$ cat config.mk
export PLATFORM = sky130hd
export DESIGN_NAME = vdpcpu_queue
export DESIGN_NICKNAME = d
export VERILOG_FILES = /design/src/hdl/vdpcpu_pkg.sv /design/src/hdl/vdpcpu_queue.sv
export SDC_FILE = /design/constraint.sdc
export NUM_CORES = 1
export LEC_CHECK = 0
export ABC_AREA = 1
export ABC_CLOCK_PERIOD_IN_PS = 7520
export BUFFER_PORTS_ARGS = -buffer_cell sky130_fd_sc_hd__buf_2
export CAP_MARGIN = 25
export CORE_ASPECT_RATIO = 1.5
export CORE_UTILIZATION = 50
export DETAILED_ROUTE_END_ITERATION = 10
export PLACE_DENSITY = 0.76
export SETUP_SLACK_MARGIN = 0.3
export SLEW_MARGIN = 20
export SYNTH_ARGS = -nofsm -noshare
export SYNTH_HDL_FRONTEND = slang
export SYNTH_SLANG_ARGS = --single-unit
export TNS_END_PERCENT = 5
$ cat constraint.sdc
create_clock -name clk_i -period 7.52 [get_ports clk_i]
set_input_delay 1.504 -clock clk_i [delete_from_list [all_inputs] [get_ports clk_i]]
set_output_delay 1.504 -clock clk_i [all_outputs]
set_load 0.005 [all_outputs]
$ cat src/hdl/vdpcpu_pkg.sv
// Shared types and constants for the VDP CPU-port video RAM access block.
// Holds the access kind codes, the back-end operation codes and the command
// record that travels from the front end to the back end. No dependencies.
package vdpcpu_pkg;

  // Widest address any build of the block uses; the command record carries this.
  localparam int unsigned AddrMaxBits = 16;
  localparam int unsigned AddrOutBits = 14;

  // Access kinds as presented on the input channel.
  typedef enum logic [2:0] {
    KIND_DATA_READ   = 3'd0,
    KIND_DATA_WRITE  = 3'd1,
    KIND_ADDR_WRITE  = 3'd2,
    KIND_STATUS_READ = 3'd3,
    KIND_DIRECT_SET  = 3'd4
  } kind_e;

  // What the back end does with one command.
  typedef enum logic [2:0] {
    OP_NONE   = 3'd0,  // no RAM access, result zero
    OP_READ   = 3'd1,  // return read-ahead byte, then refill it
    OP_WRITE  = 3'd2,  // store byte, read-ahead byte takes it too
    OP_FETCH  = 3'd3,  // refill read-ahead byte, result zero
    OP_STATUS = 3'd4   // pass status byte through
  } op_e;

  typedef struct packed {
    op_e                    op;
    logic [AddrMaxBits-1:0] ram_addr;
    logic [7:0]             wdata;     // write byte, or status byte
    logic [AddrOutBits-1:0] addr_now;
  } cmd_t;

endpackage

$ cat src/hdl/vdpcpu_queue.sv
// Two-entry command queue between the front end and the back end.
// Depends on vdpcpu_pkg.
module vdpcpu_queue import vdpcpu_pkg::*; (
  input  logic clk_i,
  input  logic rst_ni,
  input  logic push_i,
  input  cmd_t push_cmd_i,
  output logic full_o,
  input  logic pop_i,
  output logic valid_o,
  output cmd_t pop_cmd_o
);

  cmd_t       entry_q [2];
  logic       wr_ptr_q, rd_ptr_q;
  logic [1:0] count_q;

  assign full_o    = (count_q == 2'd2);
  assign valid_o   = (count_q != 2'd0);
  assign pop_cmd_o = entry_q[rd_ptr_q];

  always_ff @(posedge clk_i) begin
    if (push_i) begin
      entry_q[wr_ptr_q] <= push_cmd_i;
    end
  end

  always_ff @(posedge clk_i or negedge rst_ni) begin
    if (!rst_ni) begin
      wr_ptr_q <= 1'b0;
      rd_ptr_q <= 1'b0;
      count_q  <= 2'd0;
    end else begin
      if (push_i) wr_ptr_q <= ~wr_ptr_q;
      if (pop_i)  rd_ptr_q <= ~rd_ptr_q;
      if (push_i && !pop_i) begin
        count_q <= count_q + 2'd1;
      end else if (pop_i && !push_i) begin
        count_q <= count_q - 2'd1;
      end
    end
  end

endmodule

# After elaboration in Yosys (flattened, before gate mapping)
# Memory sizes are Yosys's and may differ from the RTL's.
# Index checks and enable logic that the tools add are counted.
# Widths: inputs -> output; s select.
totals:
  ff_bits: 4
  ramBits: 82
  inputBits: 45
  output_inout_bits: 43
  wordCells: 19
  n_memories: 1
classes:
  n_addsub: 2
  n_eq_ne: 1
  muxes: 4
  n_bitwise: 2
  reduce_logical: 6
memory_table:
  columns: ["name", "words", "width", "rd", "rd_ports_with_merged_regs", "wr", "line_no", "source"]
  rows:
  - ["entry_q", 2, 41, 1, 0, 1, "vdpcpu_queue.sv:14", "cmd_t entry_q [2];"]
ops:
  columns: ["cell", "n"]
  rows:
  - ["$mux 2", 2]
  - ["$reduce_bool 2->1", 2]
  - ["$add 2x1->2 const B", 1]
  - ["$eq 2x2->1 const B", 1]
  - ["$logic_and 1x1->1", 2]
  - ["$logic_not 1->1", 2]
  - ["$mux 1", 2]
  - ["$not 1->1", 2]
  - ["$sub 2x1->2 const B", 1]

# Longest topological paths before layout
depth:
  ltp_word: 4
  depth_mapped: 7
  ltp_nobuf: 7

# Worst setup path after synthesis
# Ideal clock, no wire load.
synth_path:
  kind: "input to register"
  start: "input port push_i"
  end: "memory entry_q[0][0] (netlist name), enable pin"
  setup_time_ns: 0.440
  t_arrival_ns: 3.269
  required_time_ns: 7.080
  path_slack_ns: 3.811
  path_stages: 2
  path_buffers: 0
  cell_sequence: "inv_1 > nor2_1"
synth_between:
  elab_chain_cells: 2
synth_lines:
  columns: ["item", "line_no", "source"]
  rows:
  - ["start: declaration", "vdpcpu_queue.sv:6", "input logic push_i,"]
  - ["$mux 1", "vdpcpu_queue.sv:23", "if (push_i) begin"]
  - ["$mux 1 (implied by the code)", "vdpcpu_queue.sv:24", "entry_q[wr_ptr_q] <= push_cmd_i;"]
  - ["end: declaration", "vdpcpu_queue.sv:14", null]
# No other way between the ends.

==> metrics.cfg <==
[die]
die_h_um=103
initial_utilization_pct=51.9
core_area_um2=6490
die-area_um2=7080
io-pin-count=88
fp.dieW_um=69.0
rows=36

[cts]
clk_pin_slew_ns=0.07
ctsResizeCount=0
numCtsBuffers=9
clock-sinks=86
clk_latency_ns=0.36
tritoncts=done
cts_root_buf=clkbuf_8
cts_setup_buffers=0
clock_path_buffers=2
postCtsHoldBufs=0
h-tree-depth=3

[placement]
gp_congestion=0.660
io_buffers=87
hpwl_um=3580
placed_area_um2=3880

[yosys]
synth-main-ff-cell=edfxtp_1
yosysWarnings=0
async_flop_share_pct=4.65
syn_nets=199
synth_cell_types=14
synth_most_common_cell=edfxtp_1
ys_ff_latch=86
avgSynthCellArea_um2=22.0
syn-cell-area_um2=3370
synth-edff-count=82
synth_seq_area_share_pct=76.1
synth_area_leader_cell=edfxtp_1
synth_commonest_cells=edfxtp_1 (82), mux2_4 (39), inv_1 (7)
synth_top_area_share_pct=73.1
yosys-top-cells-area=edfxtp_1 (73%), mux2_4 (17%), dfrtp_1 (3.0%), buf_12 (2.4%), inv_1 (0.78%)
synth_cells=153

[detailed_routing]
drc=0
routed_wl_um=5100
viasPerCell=4.94
wl_per_cell_um=15.5
num_vias=1630
ant_nets=0
drtPass1Iterations=4
drtIter0Drc=81

[final_layout]
syn_to_final_growth_pct=20.5
layout-drive-gt1-share_pct=58.3
multi_input_area_um2=696
seqCellArea_um2=2560
antennaDiodeCount=0
design_area_um2=4060
fin_util_pct=62.6
nFillCells=484
final_nets=295

[global_routing]
overflow=0
grt_pass1_vias=1607
grt_pass1_wl_um=7490
grt_max_degree=42
antenna_found_initial=0
track_usage_pct=14.8

[critical_path]
path_delay_family=flip-flops
crit_fanout=22
worst-path-buf-inv=2
end_kind=primary output
slowest_delay_ns=0.80
worstPathCellList=buf_4 > mux2_4 > buf_2
required_ns=6.02
crit_path_start_kind=flip-flop
slowest_stage=dfrtp_2
crit_arrival_ns=2.11
crit-reg2reg-launch=wr_ptr_q
startpoint=rd_ptr_q
critPathKind=reg -> out

[timing]
finClkSkew_ns=0.00632
worst_pin_slew_ns=0.888
fin_setup_tns_ns=0
period_needed_ns=3.61
post-route-period-util_pct=48.0
hold_viol_final=0
max_freq_ghz=0.277
rsz0062_at_grt=no
drv_slew=0
slew_headroom_pct=40.7
finalSetupViolations=0

[worst_hold_path]
hold_start=count_q[1]
hold_path.class=reg -> reg

[run]
max_cap_violations=0

[pwr]
leakagePower_nw=1.69
seq_power_share_pct=49.2
ir_worst_vdd_uv=204
intPower_w=0.00104
power.share.clock_pct=21.0
combPwrFrac_pct=29.9
power.density_nw_per_um2=349
power.switching_w=0.000374
swShare_pct=26.4

[outcome]
status=finished, final reports clean

[metrics by stage]
stage	setup WS [ns]	power (W)	hold slack, ns	instances
global placement	4.26	0.00111	0.458	312
floorplan	3.81	0.00101	0.442	153
finish	3.91	0.00142	0.478	330
detailed placement	4.26	0.00114	0.458	314
CTS	3.87	0.00143	0.476	330
global route	3.81	0.00148	0.491	330
[path summary, 6_finish.rpt]
| path | endpoint | slack, ns | cells past startpoint |
|---|---|---|---|
| max reg2reg | entry_q[1][37] | 5.96 | 2 |
| min reg2reg | count_q[1] | 0.48 | 2 |
| min | count_q[1] | 0.48 | 2 |
| max | pop_cmd_o[1] | 3.91 | 3 |
| max in group asynchronous | rd_ptr_q | 6.44 | 1 |
| min in group asynchronous | count_q[0] | 0.94 | 1 |
[area by class of cell]
type | count | area share [%]
Clock buffer | 10 | 3.14
Clock inverter | 6 | 1.33
Inverter | 7 | 0.647
Multi-Input combinational cell | 55 | 17.1
Sequential cell | 86 | 63.1
Tap cell | 76 | 2.34
Timing Repair Buffer | 90 | 12.3
[cell families after synthesis]
group / Yosys count / synth area share [%]
AND/OR/NAND/NOR: 10 / 1.23
buffers and inverters: 12 / 3.49
adder cells (fa/ha/maj): 1 / 0.371
multiplexers: 41 / 18.1
XOR/XNOR: 3 / 0.780
flip-flops: 86 / 76.1
[cell usage in the layout (no fill, tap or decap)]
| cell type | Yosys | routed |
|---|---|---|
| nor2_1 | 2 | 1 |
| dfrtp_2 | 0 | 1 |
| nand3_1 | 1 | 1 |
| nor2_4 | 0 | 1 |
| xor2_1 | 2 | 2 |
| clkinv_2 | 0 | 4 |
| clkbuf_8 | 0 | 9 |
| xnor2_1 | 1 | 1 |
| bufinv_16 | 0 | 1 |
| buf_4 | 0 | 1 |
| clkinv_1 | 0 | 1 |
| inv_1 | 7 | 6 |
| dfrtp_1 | 4 | 3 |
| nand2_1 | 6 | 6 |
| edfxtp_1 | 82 | 82 |
| mux2_4 | 39 | 39 |
| buf_2 | 0 | 87 |
| ha_1 | 1 | 1 |
| clkbuf_1 | 0 | 1 |
| mux2_2 | 2 | 2 |
| inv_2 | 0 | 1 |
| nand4_1 | 1 | 1 |
| buf_16 | 0 | 2 |
[layer usage]
metal | global-route usage (%) | part of all wire [%] | vias to the layer above
li1 | - | - | 772
met1 | 14.9 | 37 | 793
met2 | 25.8 | 54 | 52
met3 | 4.79 | 5.9 | 13
met4 | 11.0 | 3.4 | 0
met5 | 0 | 0 | -
[flip-flops by register name (all words and copies together) (netlist names)]
signal and count:
entry_q 82, count_q 2, rd_ptr_q 1, wr_ptr_q 1
[tightest hold or removal path, stage by stage, from the launching register on]
cell	delay [ns]
dfrtp_1	0.34
nand2_1	0.05
nand2_1	0.05
[power groups by stage]
stage               Clock, W  Combinational [W]  Sequential [W]
global placement           0           0.000406        0.000705
finish              0.000297           0.000423        0.000696
floorplan                  0           0.000344        0.000671
CTS                 0.000304           0.000431        0.000698
global route        0.000319           0.000457        0.000706
detailed placement         0           0.000430        0.000709
No activity file was read; power rests on OpenSTA's default activity.
