**src/hdl/vdpcpu_pkg.sv**
```systemverilog
// Shared types and constants for the VDP CPU-port video RAM access block.
// Holds the access kind codes, the back-end operation codes and the command
// record that travels from the front end to the back end. No dependencies.
package vdpcpu_pkg;

  // Widest address any build of the block uses; the command record carries this.
  localparam int unsigned AddrMaxBits = 16;
  localparam int unsigned AddrOutBits = 14;

  // Access kinds as presented on the input channel.
  typedef enum logic [2:0] {
    KIND_DATA_READ   = 3'd0,
    KIND_DATA_WRITE  = 3'd1,
    KIND_ADDR_WRITE  = 3'd2,
    KIND_STATUS_READ = 3'd3,
    KIND_DIRECT_SET  = 3'd4
  } kind_e;

  // What the back end does with one command.
  typedef enum logic [2:0] {
    OP_NONE   = 3'd0,  // no RAM access, result zero
    OP_READ   = 3'd1,  // return read-ahead byte, then refill it
    OP_WRITE  = 3'd2,  // store byte, read-ahead byte takes it too
    OP_FETCH  = 3'd3,  // refill read-ahead byte, result zero
    OP_STATUS = 3'd4   // pass status byte through
  } op_e;

  typedef struct packed {
    op_e                    op;
    logic [AddrMaxBits-1:0] ram_addr;
    logic [7:0]             wdata;     // write byte, or status byte
    logic [AddrOutBits-1:0] addr_now;
  } cmd_t;

endpackage

```
**src/hdl/vdpcpu_front.sv**
```systemverilog
// Front end: accepts access items, keeps the auto-increment address and the
// address-write flip-flop, and turns each item into a back-end command.
// Depends on vdpcpu_pkg.
module vdpcpu_front import vdpcpu_pkg::*; #(
  parameter int unsigned ADDR_BITS = 14
) (
  input  logic        clk_i,
  input  logic        rst_ni,
  input  logic        accept_i,
  input  logic [2:0]  kind_i,
  input  logic [7:0]  data_byte_i,
  input  logic [15:0] set_address_i,
  input  logic [7:0]  status_byte_i,
  output cmd_t        cmd_o
);

  logic [ADDR_BITS-1:0] cur_q, cur_d;
  logic                 second_q, second_d;
  logic [15:0]          cur16;
  logic [15:0]          new16;
  logic [15:0]          next16;
  logic [ADDR_BITS-1:0] new_addr;

  assign cur16 = 16'(cur_q);

  always_comb begin
    cur_d        = cur_q;
    second_d     = second_q;
    new16        = '0;
    new_addr     = '0;
    cmd_o.op       = OP_NONE;
    cmd_o.ram_addr = 16'(cur_q);
    cmd_o.wdata    = data_byte_i;
    unique case (kind_i)
      KIND_DATA_READ: begin
        cmd_o.op = OP_READ;
        cur_d    = cur_q + 1'b1;
        second_d = 1'b0;
      end
      KIND_DATA_WRITE: begin
        cmd_o.op = OP_WRITE;
        cur_d    = cur_q + 1'b1;
        second_d = 1'b0;
      end
      KIND_ADDR_WRITE: begin
        if (second_q) begin
          new16    = {2'b00, data_byte_i[5:0], cur16[7:0]};
          new_addr = new16[ADDR_BITS-1:0];
          second_d = 1'b0;
          if (data_byte_i[7:6] == 2'b00) begin
            cmd_o.op       = OP_FETCH;
            cmd_o.ram_addr = 16'(new_addr);
            cur_d          = new_addr + 1'b1;
          end else begin
            cur_d = new_addr;
          end
        end else begin
          new16    = {cur16[15:8], data_byte_i};
          cur_d    = new16[ADDR_BITS-1:0];
          second_d = 1'b1;
        end
      end
      KIND_STATUS_READ: begin
        cmd_o.op    = OP_STATUS;
        cmd_o.wdata = status_byte_i;
        second_d    = 1'b0;
      end
      KIND_DIRECT_SET: begin
        second_d = 1'b0;
        new_addr = set_address_i[ADDR_BITS-1:0];
        if (set_address_i[15:14] != 2'b00) begin
          cur_d = new_addr;
        end else begin
          cmd_o.op       = OP_FETCH;
          cmd_o.ram_addr = 16'(new_addr);
          cur_d          = new_addr + 1'b1;
        end
      end
      default: begin
        cmd_o.op = OP_NONE;
      end
    endcase
    next16         = 16'(cur_d);
    cmd_o.addr_now = next16[AddrOutBits-1:0];
  end

  always_ff @(posedge clk_i or negedge rst_ni) begin
    if (!rst_ni) begin
      cur_q    <= '0;
      second_q <= 1'b0;
    end else if (accept_i) begin
      cur_q    <= cur_d;
      second_q <= second_d;
    end
  end

endmodule

```
**config.mk**
```make
export PLATFORM = sky130hd
export DESIGN_NAME = vdpcpu_front
export DESIGN_NICKNAME = d
export VERILOG_FILES = /design/src/hdl/vdpcpu_pkg.sv /design/src/hdl/vdpcpu_front.sv
export SDC_FILE = /design/constraint.sdc
export NUM_CORES = 1
export LEC_CHECK = 0
export BUFFER_PORTS_ARGS = -buffer_cell sky130_fd_sc_hd__clkbuf_2
export CELL_PAD_IN_SITES_DETAIL_PLACEMENT = 1
export CELL_PAD_IN_SITES_GLOBAL_PLACEMENT = 1
export CORE_MARGIN = 1.5
export CORE_UTILIZATION = 32
export CTS_CLUSTER_DIAMETER = 60
export DETAILED_ROUTE_END_ITERATION = 7
export GPL_TIMING_DRIVEN = 0
export PLACE_DENSITY_LB_ADDON = 0.25
export SYNTH_ARGS = -nofsm -noshare
export SYNTH_HDL_FRONTEND = slang
export SYNTH_SLANG_ARGS = --single-unit
export TNS_END_PERCENT = 50
```
**constraint.sdc**
```tcl
create_clock -name clk_i -period 5 [get_ports clk_i]
set_input_delay 1 -clock clk_i [delete_from_list [all_inputs] [get_ports clk_i]]
set_output_delay 1 -clock clk_i [all_outputs]
set_load 0.1 [all_outputs]
```
[Yosys cells after proc, flatten, opt, wreduce, memory -nomap -nowiden]
Cells that the tools add are included.
Word-level totals
  word-level logic and storage cells: 28
  input bits: 38
  register bits: 15
  output and inout port bits: 41
Operators by class
  reductions and logical operators: 7
  eq/ne operators: 4
  multiplexer cells: 12
  add/sub/neg operators: 3
Operator list (number)
  2-to-1 mux 18 bit: 3
  adder 14 x 1 -> 14 bit, second input constant: 3
  2-to-1 mux 14 bit: 3
  one-hot mux 14 bit (3 select lines): 1
  one-hot mux 16 bit (2 select lines): 1
  one-hot mux 3 bit (5 select lines): 1
  2-to-1 mux 8 bit: 1
  == test 3 x 2 -> 1 bit, second input constant: 2
  nonzero test 2 bit: 2
  OR reduction 4 bit: 1
  == test 3 x 1 -> 1 bit, second input constant: 1
  == test 3 bit, second input constant: 1
  logical NOT 3 bit: 1
  logical NOT 2 bit: 1
  one-hot mux 1 bit (2 select lines): 1
  AND reduction 2 bit: 1
  OR reduction 2 bit: 1
  2-to-1 mux 1 bit: 1

[Depth between registers and ports, before layout]
  depth in word-level cells: 4
  depth in mapped cells: 7
  gate-level depth less buffers: 6

[Least setup slack after synthesis]
Ideal clock, no wire load.
  kind: input to output
  start: in kind_i[2]
  end: out cmd_o[14] (netlist name)
  required time: 4.000 ns
  arrival time: 4.730 ns
  path slack: -0.730 ns
  path buffers: 1
  cell stages on the path: 4
  cells stage by stage: clkbuf_1 -> nand3b_1 -> clkinv_1 -> o21ai_0
RTL lines
  start, declared: RTL line vdpcpu_front.sv:10  | input logic [2:0] kind_i,
  end, declared: RTL line vdpcpu_front.sv:14  | output cmd_t cmd_o

==> summary.txt <==
Run status
  – Outcome: completed

Floorplan
  – Ports: slightly below 80
  – Chip width: roughly 89 microns
  – Die Span Y: between 80 and 90 microns
  – DIE AREA: just under 0.008 sq mm
  – Initial Utilization: about a third
  – Core Rows: 31
  – Core ar.: 0.00718 sq mm

STA
  – Fin. max-slew vios: 0
  – Tcrit/Tclk final: between 80% and 90%
  – Worst slew pin tran: around 0.86 ns
  – Final setup fails: 0
  – Slew Limit Headroom: between 40% and 50%
  – Max Fclk: 227 MHz
  – Unrepaired setup endpoints after global routing: false
  – Skew final: around 0.012 ns
  – Hold Vio Cnt, Final: 0
  – Clock period minus worst slack: approximately 4.4 ns
  – Hold Slack: 0.657 ns
  – Setup TNS: 0 ns

Route
  – Post-DRT Antenna Nets: 0
  – Router iterations before antenna repair: 4
  – Initial DRC count: 303
  – Via count: 2995
  – Final WL: 10300 microns
  – Vias per inst: 5.69
  – Routed wire per std cell: 19.6 microns
  – Remaining routing DRC violations: 0

Pwr
  – Switching power: 0.000613 W
  – Internal power: 0.000322 W
  – Logic gate share of total power: 70.2%
  – Sequential share of power: 18.6%
  – Pleak: 1.30 nW
  – Sw Ratio: 65.5%
  – Clk network pwr share: approximately 11%
  – PwrDens: 322 mW/mm^2
  – Peak VDD IR: 237 uV

Yosys
  – Syn avg cell area: 6.77 sq um
  – Cell variety after synth: 65
  – Flops & latches, synth: 15
  – Top cells by count, synth: nand2_1, o21ai_0, nor2_1
  – Top cells by area, synth: dfrtp_1, nand2_1, o21ai_0
  – Ys async rst share: 100%
  – Post-synth top area cell: dfrtp_1
  – Synth Warn #: 0
  – Seq/Total Area, Yosys: 15.9%
  – Netlist Area Pre-Place: 0.00236 sq mm
  – Number of enable-type register cells in the synthesized netlist: 0
  – Area share of the largest cell type after synthesis: 15.9%
  – Dominant synthesized flop cell: dfrtp_1
  – Gate Count Post-Synth: 348
  – Count leader, synth: nand2_1

Critical path
  – Startpoint Class: primary input
  – Worst stage delay on the critical path: between 0.7 and 0.8 ns
  – Most common cell on crit path: clkbuf_2
  – Critical path's slowest cell: nor3b_1
  – Critical Path RT: 4.00 ns
  – CP max FO: 10
  – Crit path kind: in2out
  – Worst EP arrival: ~3.4 ns
  – Crit. End Element: output port
  – Worst-path cell chain: clkbuf_2, clkbuf_1, nor3b_1, o311ai_0, a221o_1, o211ai_1, a21o_1, clkbuf_2

Global routing
  – First-pass GRT wire length: 16000 microns
  – GR Util All Layers: between 20% and 30%
  – Largest net degree at the start of global routing: 16
  – Initial antenna violation count: 0
  – Number of global-route vias before repair: 2960
  – Total global routing overflow: 0

Clock tree
  – CTS tree: yes
  – CTS Buf Count: 3
  – Worst-path clk slew: 0.07 ns
  – H-tree Lvls: 1
  – Root buf cell: clkbuf_8
  – Worst skew pair latency: 0.26 ns
  – Post-cts resize count: 0
  – Hold buffers post-CTS: 0
  – Post-CTS Setup Inserts: 0
  – Max clock buf depth: 2
  – Clock Sinks: 15

Place
  – Port bufs: between 70 and 80
  – Dpl cells: 522
  – Post-DP HPWL: 8250 microns
  – Placer congestion estimate: ~0.97

Flow run
  – Max-capacitance violation count: 0

Final layout
  – # diodes: 0
  – Nets: 468
  – Fin cells: 526
  – Layout cells sized above 1: 25.3%
  – Layout Area Growth over Synthesis: 23.0%

Worst hold path
  – Hold Path Class: in2async
## critical path: cells and delay by family
kind,cells,cell delay (ns)
AOI/OAI and AO/OA,4,0.86
buffers and inverters,3,0.78
and+or+nand+nor,1,0.76
## through the flow
| step | worst slack, ns | power [W] | area [sq um] | util, % |
|---|---|---|---|---|
| global placement | 0.549 | 0.000818 | 2860 | 39.8 |
| global route | 0.411 | 0.000977 | 2900 | 40.4 |
| CTS | 0.523 | 0.000932 | 2900 | 40.4 |
| floorplan | 0.0284 | 0.000688 | 2360 | - |
| finish | 0.592 | 0.000935 | 2900 | 40.4 |
| detailed placement | 0.522 | 0.000829 | 2860 | 39.8 |
## kinds of logic (layout without fill, tap and decap cells)
logic type | after synthesis | after routing | synth area share, %
buffers and inverters | 37 | 115 | 7.70
flip-flops | 15 | 15 | 15.9
multiplexers | 9 | 9 | 4.14
AO/OA/AOI/OAI | 89 | 89 | 26.5
AND/OR/NAND/NOR | 175 | 175 | 37.0
other | 1 | 2 | 0.159
XOR/XNOR | 20 | 20 | 7.43
adder cells (fa/ha/maj) | 2 | 2 | 1.06
## layout make-up
type,count,area (sq um)
Buffer,27,144
Clock buffer,4,45.0
Fill cell,990,4280
Inverter,10,37.5
Multi-Input combinational cell,297,1800
Sequential cell,15,375
Tap cell,99,124
Timing Repair Buffer,74,370
## placed cells by master, fill, tap and decap left out, types with 7 or more instances in the layout
| master | Yosys | layout |
|---|---|---|
| nand2_1 | 83 | 83 |
| clkbuf_2 | 1 | 75 |
| o21ai_0 | 24 | 23 |
| nor2_1 | 21 | 21 |
| dfrtp_1 | 15 | 15 |
| a21oi_1 | 14 | 14 |
| clkbuf_1 | 12 | 13 |
| xnor2_1 | 13 | 13 |
| nor3_1 | 11 | 11 |
| nand4_1 | 10 | 10 |
| nand3_1 | 10 | 10 |
| inv_1 | 9 | 9 |
| a22oi_1 | 7 | 7 |
| xor2_1 | 7 | 7 |
| nor4_1 | 7 | 7 |
## path summary, 6_finish.rpt
path / from / end / slack, ns / depth (start not counted)
max in group asynchronous: rst_ni / second_q$_DFFE_PN0P_ / 4.03 / 1
setup reg to reg: cur_q[1]$_DFFE_PN0P_ / cur_q[12]$_DFFE_PN0P_ / 2.66 / 7
hold reg to reg: cur_q[8]$_DFFE_PN0P_ / cur_q[8]$_DFFE_PN0P_ / 0.69 / 2
min in group clk_i: cur_q[8]$_DFFE_PN0P_ / cur_q[8]$_DFFE_PN0P_ / 0.69 / 2
setup / recovery: kind_i[0] / cmd_o[11] / 0.59 / 8
hold / removal: rst_ni / cur_q[0]$_DFFE_PN0P_ / 0.66 / 1
## power groups by stage
stage / combinational, W / clock (W) / sequential, W
2_1_floorplan: 0.000527 / 0 / 0.000161
3_3_place_gp: 0.000646 / 0 / 0.000173
3_5_place_dp: 0.000654 / 0 / 0.000174
4_1_cts: 0.000656 / 0.000103 / 0.000172
5_1_grt: 0.000690 / 0.000111 / 0.000176
6_report: 0.000657 / 0.000105 / 0.000173
## state kept, by name, indices dropped and copies added (netlist names)
signal	count
cur_q	14
second_q	1
## per-layer routing
| layer | up-vias | wire length (microns) | GRT usage (%) |
|---|---|---|---|
| li1 | 1425 | - | - |
| met1 | 1446 | 4700 | 37.6 |
| met2 | 109 | 4760 | 43.5 |
| met3 | 15 | 676 | 4.10 |
| met4 | 0 | 155 | 6.11 |
| met5 | - | 0 | 0 |
(Power assumes the default switching activity.)
